--- src/design/dnsr_pkg.sv ---
// shared constants, types and answer table of the dns redirect responder
`default_nettype none
package dnsr_pkg;

	localparam int MAX_PACKET_BYTES_DEF = 512;
	localparam int HDR_BYTES            = 12;
	localparam int ANSWER_BYTES         = 16;
	localparam int ANS_IDX_W            = $clog2(ANSWER_BYTES);

	// header bytes that get overwritten
	localparam int POS_FLAGS_HI  = 2;
	localparam int POS_FLAGS_LO  = 3;
	localparam int POS_ANCOUNT_HI = 6;
	localparam int POS_ANCOUNT_LO = 7;

	localparam logic [15:0] RESP_FLAGS   = 16'h8180;
	localparam logic [15:0] ANCOUNT_ONE  = 16'h0001;
	localparam logic [15:0] NAME_POINTER = 16'hC00C;
	localparam logic [15:0] RR_TYPE_A    = 16'h0001;
	localparam logic [15:0] RR_CLASS_IN  = 16'h0001;
	localparam logic [31:0] RR_TTL       = 32'd60;
	localparam logic [15:0] RR_RDLENGTH  = 16'd4;

	localparam int          APB_ADDR_W       = 3;
	localparam logic [APB_ADDR_W-1:0] ADDR_REDIRECT_IP = 3'd0;

	// one result of the parser for one accepted byte
	typedef struct packed {
		logic       emit;    // a result group follows
		logic       answer;  // group is the echoed byte plus the 16-byte answer
		logic [7:0] data;
		logic       last;
		logic       abort;
	} dnsr_res_t;

	// byte k of the appended answer record
	function automatic logic [7:0] answer_byte(input logic [ANS_IDX_W-1:0] k,
			input logic [31:0] ip);
		logic [7:0] b;
		b = 8'h00;
		unique case (k)
			4'd0:    b = NAME_POINTER[15:8];
			4'd1:    b = NAME_POINTER[7:0];
			4'd2:    b = RR_TYPE_A[15:8];
			4'd3:    b = RR_TYPE_A[7:0];
			4'd4:    b = RR_CLASS_IN[15:8];
			4'd5:    b = RR_CLASS_IN[7:0];
			4'd6:    b = RR_TTL[31:24];
			4'd7:    b = RR_TTL[23:16];
			4'd8:    b = RR_TTL[15:8];
			4'd9:    b = RR_TTL[7:0];
			4'd10:   b = RR_RDLENGTH[15:8];
			4'd11:   b = RR_RDLENGTH[7:0];
			4'd12:   b = ip[31:24];
			4'd13:   b = ip[23:16];
			4'd14:   b = ip[15:8];
			default: b = ip[7:0];
		endcase
		return b;
	endfunction

endpackage
`default_nettype wire

--- src/design/dnsr_parser.sv ---
// query parser: tracks header, labels and type/class, decides each result
`default_nettype none
module dnsr_parser import dnsr_pkg::*; #(
	parameter int MAX_PACKET_BYTES = MAX_PACKET_BYTES_DEF
) (
	input  wire logic       clk,
	input  wire logic       arst_n,
	input  wire logic [7:0] rx_byte,
	input  wire logic       rx_last,
	input  wire logic       consume,
	output dnsr_res_t       res
);

	localparam int POS_W = $clog2(MAX_PACKET_BYTES + 1);
	localparam logic [POS_W-1:0] POS_MAX = POS_W'(MAX_PACKET_BYTES);

	typedef enum logic [5:0] {
		PH_HEADER  = 6'b000001,
		PH_LABLEN  = 6'b000010,
		PH_LABEL   = 6'b000100,
		PH_TAIL    = 6'b001000,
		PH_SWALLOW = 6'b010000,
		PH_DISCARD = 6'b100000
	} phase_t;

	phase_t           phase_q, phase_d;
	logic [POS_W-1:0] pos_q, pos_d;
	logic [7:0]       lab_q, lab_d;
	logic [1:0]       tail_q, tail_d;
	logic [7:0]       lab_dec;

	always_comb begin
		phase_d = phase_q;
		pos_d   = pos_q;
		lab_d   = lab_q;
		tail_d  = tail_q;
		res     = '{emit: 1'b0, answer: 1'b0, data: rx_byte, last: 1'b0, abort: 1'b0};
		lab_dec = (lab_q != 8'd0) ? lab_q - 8'd1 : lab_q;

		if (phase_q == PH_SWALLOW || phase_q == PH_DISCARD) begin
			if (rx_last) begin
				phase_d = PH_HEADER;
				pos_d   = '0;
				lab_d   = '0;
				tail_d  = '0;
			end else if (pos_q < POS_MAX) begin
				pos_d = pos_q + POS_W'(1);
			end
		end else if (pos_q >= POS_MAX) begin
			// overlong datagram
			res = '{emit: 1'b1, answer: 1'b0, data: 8'h00, last: 1'b1, abort: 1'b1};
			if (rx_last) begin
				phase_d = PH_HEADER;
				pos_d   = '0;
				lab_d   = '0;
				tail_d  = '0;
			end else begin
				phase_d = PH_DISCARD;
			end
		end else if (phase_q == PH_TAIL && tail_q == 2'd3) begin
			// last type/class byte: echo it, then the answer record
			res    = '{emit: 1'b1, answer: 1'b1, data: rx_byte, last: 1'b0, abort: 1'b0};
			pos_d  = pos_q + POS_W'(1);
			tail_d = '0;
			if (rx_last) begin
				phase_d = PH_HEADER;
				pos_d   = '0;
				lab_d   = '0;
			end else begin
				phase_d = PH_SWALLOW;
			end
		end else if (rx_last) begin
			// datagram ended early
			res     = '{emit: 1'b1, answer: 1'b0, data: 8'h00, last: 1'b1, abort: 1'b1};
			phase_d = PH_HEADER;
			pos_d   = '0;
			lab_d   = '0;
			tail_d  = '0;
		end else begin
			res.emit = 1'b1;
			pos_d    = pos_q + POS_W'(1);
			unique case (phase_q)
				PH_HEADER: begin
					if (pos_q == POS_W'(POS_FLAGS_HI))        res.data = RESP_FLAGS[15:8];
					else if (pos_q == POS_W'(POS_FLAGS_LO))   res.data = RESP_FLAGS[7:0];
					else if (pos_q == POS_W'(POS_ANCOUNT_HI)) res.data = ANCOUNT_ONE[15:8];
					else if (pos_q == POS_W'(POS_ANCOUNT_LO)) res.data = ANCOUNT_ONE[7:0];
					if (pos_q == POS_W'(HDR_BYTES - 1)) phase_d = PH_LABLEN;
				end
				PH_LABLEN: begin
					if (rx_byte == 8'd0) begin
						phase_d = PH_TAIL;
						tail_d  = '0;
					end else begin
						lab_d   = rx_byte;
						phase_d = PH_LABEL;
					end
				end
				PH_LABEL: begin
					lab_d = lab_dec;
					if (lab_dec == 8'd0) phase_d = PH_LABLEN;
				end
				default: begin
					tail_d = tail_q + 2'd1;
				end
			endcase
		end
	end

	always_ff @(posedge clk or negedge arst_n) begin
		if (!arst_n) begin
			phase_q <= PH_HEADER;
			pos_q   <= '0;
			lab_q   <= '0;
			tail_q  <= '0;
		end else if (consume) begin
			phase_q <= phase_d;
			pos_q   <= pos_d;
			lab_q   <= lab_d;
			tail_q  <= tail_d;
		end
	end

endmodule
`default_nettype wire

--- src/design/dnsr_tx.sv ---
// output register with the answer record burst
`default_nettype none
module dnsr_tx import dnsr_pkg::*; (
	input  wire logic        clk,
	input  wire logic        arst_n,
	input  wire logic        load,
	input  wire dnsr_res_t   res,
	input  wire logic [31:0] redirect_ip,
	output logic             free,
	output logic             tx_valid,
	input  wire logic        tx_ready,
	output logic [7:0]       tx_byte,
	output logic             tx_last,
	output logic             tx_abort
);

	logic                 valid_q;
	logic                 burst_q;
	logic [ANS_IDX_W-1:0] idx_q;
	logic [7:0]           byte_q;
	logic                 last_q;
	logic                 abort_q;
	logic                 take;

	assign take     = valid_q && tx_ready;
	assign free     = !valid_q || (tx_ready && !burst_q);
	assign tx_valid = valid_q;
	assign tx_byte  = byte_q;
	assign tx_last  = last_q;
	assign tx_abort = abort_q;

	always_ff @(posedge clk or negedge arst_n) begin
		if (!arst_n) begin
			valid_q <= 1'b0;
			burst_q <= 1'b0;
			idx_q   <= '0;
		end else if (take && burst_q) begin
			idx_q <= idx_q + ANS_IDX_W'(1);
			if (idx_q == ANS_IDX_W'(ANSWER_BYTES - 1)) burst_q <= 1'b0;
		end else if (load) begin
			valid_q <= 1'b1;
			burst_q <= res.answer;
			idx_q   <= '0;
		end else if (take) begin
			valid_q <= 1'b0;
		end
	end

	always_ff @(posedge clk) begin
		if (take && burst_q) begin
			byte_q  <= answer_byte(idx_q, redirect_ip);
			last_q  <= (idx_q == ANS_IDX_W'(ANSWER_BYTES - 1));
			abort_q <= 1'b0;
		end else if (load) begin
			byte_q  <= res.data;
			last_q  <= res.last;
			abort_q <= res.abort;
		end
	end

endmodule
`default_nettype wire

--- src/design/dns_redirect_responder_top.sv ---
// top level of the captive portal dns redirect responder
// path: a request byte is held in the input register, and its result then in the output register
// throughput: one byte per cycle while m_tready is high; the last type/class byte is
//   followed by 16 answer bytes from the output register, during which the next byte that
//   gives a result waits and input stalls; swallowed bytes still pass
// reset: arst_n clears the parser to the header phase, empties the input and output
//   registers and sets redirect_ip to zero
`default_nettype none
module dns_redirect_responder_top import dnsr_pkg::*; #(
	parameter int MAX_PACKET_BYTES = MAX_PACKET_BYTES_DEF
) (
	input  wire logic                  clk,
	input  wire logic                  arst_n,
	// query byte stream
	input  wire logic                  s_tvalid,
	output logic                       s_tready,
	input  wire logic [7:0]            s_tdata,   // [7:0] rx_byte
	input  wire logic                  s_tlast,   // rx_last
	// response byte stream
	output logic                       m_tvalid,
	input  wire logic                  m_tready,
	output logic [7:0]                 m_tdata,   // [7:0] tx_byte
	output logic                       m_tlast,   // tx_last
	output logic [0:0]                 m_tuser,   // [0] tx_abort
	// configuration
	input  wire logic                  psel,
	input  wire logic                  penable,
	input  wire logic                  pwrite,
	input  wire logic [APB_ADDR_W-1:0] paddr,
	input  wire logic [31:0]           pwdata,
	output logic [31:0]                prdata,
	output logic                       pready
);

	logic [31:0] redirect_ip_q;
	logic        in_valid_s1;
	logic [7:0]  in_byte_s1;
	logic        in_last_s1;
	logic        consume;
	logic        tx_free;
	logic        tx_abort;
	dnsr_res_t   res;

	// apb register file: one register, no wait states
	assign pready = 1'b1;
	assign prdata = (paddr == ADDR_REDIRECT_IP) ? redirect_ip_q : 32'd0;

	always_ff @(posedge clk or negedge arst_n) begin
		if (!arst_n) begin
			redirect_ip_q <= 32'd0;
		end else if (psel && penable && pwrite && pready && paddr == ADDR_REDIRECT_IP) begin
			redirect_ip_q <= pwdata;
		end
	end

	// input register; a byte leaves it when the parser can hand on its result,
	// or at once when it gives no result (swallowed or discarded bytes)
	assign consume  = in_valid_s1 && (!res.emit || tx_free);
	assign s_tready = !in_valid_s1 || consume;

	always_ff @(posedge clk or negedge arst_n) begin
		if (!arst_n) begin
			in_valid_s1 <= 1'b0;
		end else if (s_tready) begin
			in_valid_s1 <= s_tvalid;
		end
	end

	always_ff @(posedge clk) begin
		if (s_tvalid && s_tready) begin
			in_byte_s1 <= s_tdata;
			in_last_s1 <= s_tlast;
		end
	end

	// parse state and per-byte decision
	dnsr_parser #(
		.MAX_PACKET_BYTES(MAX_PACKET_BYTES)
	) u_parser (
		.clk     (clk),
		.arst_n  (arst_n),
		.rx_byte (in_byte_s1),
		.rx_last (in_last_s1),
		.consume (consume),
		.res     (res)
	);

	// output register, also plays out the answer record
	dnsr_tx u_tx (
		.clk         (clk),
		.arst_n      (arst_n),
		.load        (consume && res.emit),
		.res         (res),
		.redirect_ip (redirect_ip_q),
		.free        (tx_free),
		.tx_valid    (m_tvalid),
		.tx_ready    (m_tready),
		.tx_byte     (m_tdata),
		.tx_last     (m_tlast),
		.tx_abort    (tx_abort)
	);

	assign m_tuser = tx_abort;

endmodule
`default_nettype wire

--- config.mk ---
export PLATFORM = sky130hd
export DESIGN_NAME = dns_redirect_responder_top
export DESIGN_NICKNAME = d
export VERILOG_FILES = /design/src/design/dnsr_pkg.sv /design/src/design/dnsr_parser.sv /design/src/design/dnsr_tx.sv /design/src/design/dns_redirect_responder_top.sv
export SDC_FILE = /design/constraint.sdc
export NUM_CORES = 1
export LEC_CHECK = 0
export CORE_MARGIN = 2
export CORE_UTILIZATION = 67
export DETAILED_ROUTE_END_ITERATION = 7
export DONT_BUFFER_PORTS = 1
export GPL_TIMING_DRIVEN = 0
export HOLD_SLACK_MARGIN = 0.1
export PLACE_DENSITY = 0.83
export SLEW_MARGIN = 20
export SYNTH_ARGS = -nofsm -noshare
export SYNTH_HDL_FRONTEND = slang
export SYNTH_HIERARCHICAL = 1
export SYNTH_SLANG_ARGS = --single-unit
--- constraint.sdc ---
create_clock -name clk -period 4.1 [get_ports clk]
set_input_delay 0.205 -clock clk [delete_from_list [all_inputs] [get_ports clk]]
set_output_delay 0.205 -clock clk [all_outputs]
set_load 0.005 [all_outputs]
==> results.cfg <==
[outcome]
status = complete, no violations

[power_and_ir_drop]
power.density_mw_per_mm2 = 442
ir_drop_uv = 452
leakagePower_nw = 2.44

[clock_tree]
cts_buffer_depth = 2
post_cts_resized = 0
cts_buffers = 9
cts-root-buf = clkbuf_8
clk_pin_slew_ns = 0.10
clock_sinks = 84
htreeDepth = 3
clock_latency_ns = 0.36
cts_tree = built

[worst_setup_path]
cp-start-kind = flip-flop
cpPeakStageDelay_ns = 0.56
critPathMaxFanout = 10
crit_type = reg -> reg
path_cells = buf_2 > nor4_1 > nand2_1 > a21boi_0 > inv_1 > a41oi_1 > nand2_1 > o41ai_1
path_buf_inv = 2
worstSetupEndpointType = flip-flop
slowest_stage = a21boi_0
cp_top_family = compound AO/OA/AOI/OAI gates
cp_common_cell = nand2_1
critical_path_arrival_ns = 3.29
crit_required_ns = 4.34

[logic_synthesis]
synth_top_area_frac = 0.316
synth.area.top_cells = dfrtp_1 (32%), edfxtp_1 (11%), mux2_4 (8.9%), and2_1 (4.8%), nand3_1 (2.6%)
yosys_warnings = 6
async_reset_ff_frac = 0.774
syn_avg_cell_area_um2 = 10.3
yosys.area.top_type = dfrtp_1
synth-edff-count = 18
ys_seq_area_frac = 0.432
postSynthCellCount = 490
syn-cell-area_mm2 = 0.00506
ys.flop_type = dfrtp_1
syn-num-nets = 550
ys_ff_latch = 84
synth_cell_types = 71

[sta]
fmax_ghz = 0.328
slew_headroom = 0.561
fin_setup_tns_ns = 0
final-setup-viol-count = 0
rsz0062_at_grt = no
period_minus_slack_ns = 3.05
finalClockSkew_ns = 0.0117
period_share = 0.743
slew_violations = 0
tightestPinTransition_ns = 0.653
finalHoldViolCount = 0

[cells_and_area]
nets = 605
area_growth_pct = 15.9
num_antenna_cells = 0
post-route-util = 0.805
final_common_cell = dfrtp_1
final_cell_mix = dfrtp_1 (64), dlygate4sd3_1 (43), and2_1 (39)
fillers = 441
drive_gt1_frac = 0.149

[worst_hold_path]
hold_path_class = in -> reg

[routing]
antenna_left = 0
wl_per_cell_um = 20.9
route.final.wire_length_um = 13600
route.vias.total = 4271
avgViaCountPerCell = 6.58
drc_errors = 0
drt_iter0_drc = 369
firstDrtPassIters = 5

[die]
die_h_um = 90.9
ios = 96
start_util = 0.694
die-width_um = 90.9
die_area_mm2 = 0.00827
core_area_mm2 = 0.00729
core.rowCount = 31

[job]
drv_cap = 0

[grt]
antenna_found_initial = 0
gr-usage-all-layers = 0.337
grt_pass1_wl_um = 21900
grt_overflow = 0
grt_pass1_vias = 4203
grt_max_degree = 66

[placed_design]
gp_congestion = 0.930
dpl.hpwl_um = 8910
portBuffers = 0
[flip-flops by register name, summed over array words and instances (netlist names)]
name,cells
in_last_s1,1
in_byte_s1,8
u_parser/pos_q,10
u_tx/tx_abort,1
u_tx/tx_last,1
in_valid_s1,1
u_tx/tx_byte,8
u_tx/idx_q,4
u_parser/phase_q,6
u_tx/burst_q,1
u_parser/tail_q,2
redirect_ip_q,32
u_tx/tx_valid,1
u_parser/lab_q,8
[synth_stat cells, types with 3 or more instances]
cell	number
o211ai_1	3
o21ai_1	6
a31oi_1	5
clkbuf_1	15
nor3_2	3
and3_1	8
nand2b_1	4
inv_1	13
and2_1	39
a211oi_1	6
a2bb2oi_1	3
a21oi_1	14
buf_2	5
nor2b_1	4
edfxtp_1	18
nand2_1	28
o22ai_1	3
o2bb2ai_1	10
o21ai_0	12
nor4_1	8
buf_12	3
nor3_1	20
mux2i_1	5
nand4_1	20
nor2_1	25
ha_1	9
o31ai_1	4
a21boi_0	3
a22oi_1	4
mux2_4	30
buf_6	9
dfrtp_1	64
a22o_1	5
nand3_1	26
xnor2_1	5
or4_1	4
mux2_2	3
[per-stage QoR]
stage | cells | area, µm² | power [mW] | hold WS [ns] | setup slack [ns]
after floorplan | 490 | 5060 | 1.70 | -0.0906 | 1.71
after detailed placement | 589 | 5190 | 1.87 | -0.0892 | 1.17
after global routing | 649 | 5870 | 2.72 | 0.139 | 0.723
final | 649 | 5870 | 2.59 | 0.117 | 1.05
after CTS | 649 | 5870 | 2.57 | 0.104 | 1.13
after global placement | 589 | 5190 | 1.84 | -0.0894 | 1.18
[layout make-up]
cell class              count  area (µm²)  share of cell area
clock buffers               9         124              0.0211
repair buffers             44         458              0.0780
multi-input cells         358        2560               0.437
clock inverters             7         100              0.0171
plain buffers              35         262              0.0446
flip-flops and latches     84        2190               0.373
inverters                  13        48.8             0.00831
well taps                  99         124              0.0211
[worst min-delay path, stage by stage]
cell and delay (ns):
inv_1 0.03, o21ai_0 0.11, nand2b_1 0.10
[repair_timing]
item | CTS | global route
endpoints found under the hold margin | 107 | 0
buffers inserted | 0 | 0
hold buffers | 44 | 0
[layer usage]
layer / part of all wire / routed length (µm) / global-route usage / up-vias
li1: - / - / - / 1927
met5: 0 / 0 / 0 / -
met2: 0.50 / 6770 / 0.564 / 285
met1: 0.38 / 5100 / 0.418 / 2004
met4: 0.038 / 517 / 0.148 / 0
met3: 0.088 / 1200 / 0.0772 / 55
[power by group]
part	total (mW)	switching, mW	internal [mW]
Sequential	1.13	0.134	1.00
Clock	0.662	0.316	0.346
Combinational	0.798	0.424	0.374
Total	2.59	0.874	1.72
[logic make-up (layout without fill, tap and decap cells)]
group           after synthesis  count (layout)  synth area share
mux                          38              38             0.106
simple gates                207             207             0.230
xor+xnor                      7               7            0.0121
other cells                   1               1          0.000741
fa+ha+maj                     9               9            0.0222
compound gates               96              96             0.136
buf+inv                      48             108            0.0613
flops                        84              84             0.432
[final timing paths]
check,from,to,slack [ns],cells after the start
worst max register to register,u_parser/phase_q[1],u_parser/phase_q[3],1.05,8
worst min-delay path,m_tready,u_tx/tx_valid,0.12,3
min in group asynchronous,arst_n,redirect_ip_q[29],0.39,2
worst min register to register,u_parser/tail_q[0],u_parser/tail_q[0],0.54,1
max in group asynchronous,arst_n,u_parser/phase_q[0],3.38,2
worst max-delay path,u_parser/phase_q[1],u_parser/phase_q[3],1.05,8
No activity file was read; power rests on OpenSTA's default activity.
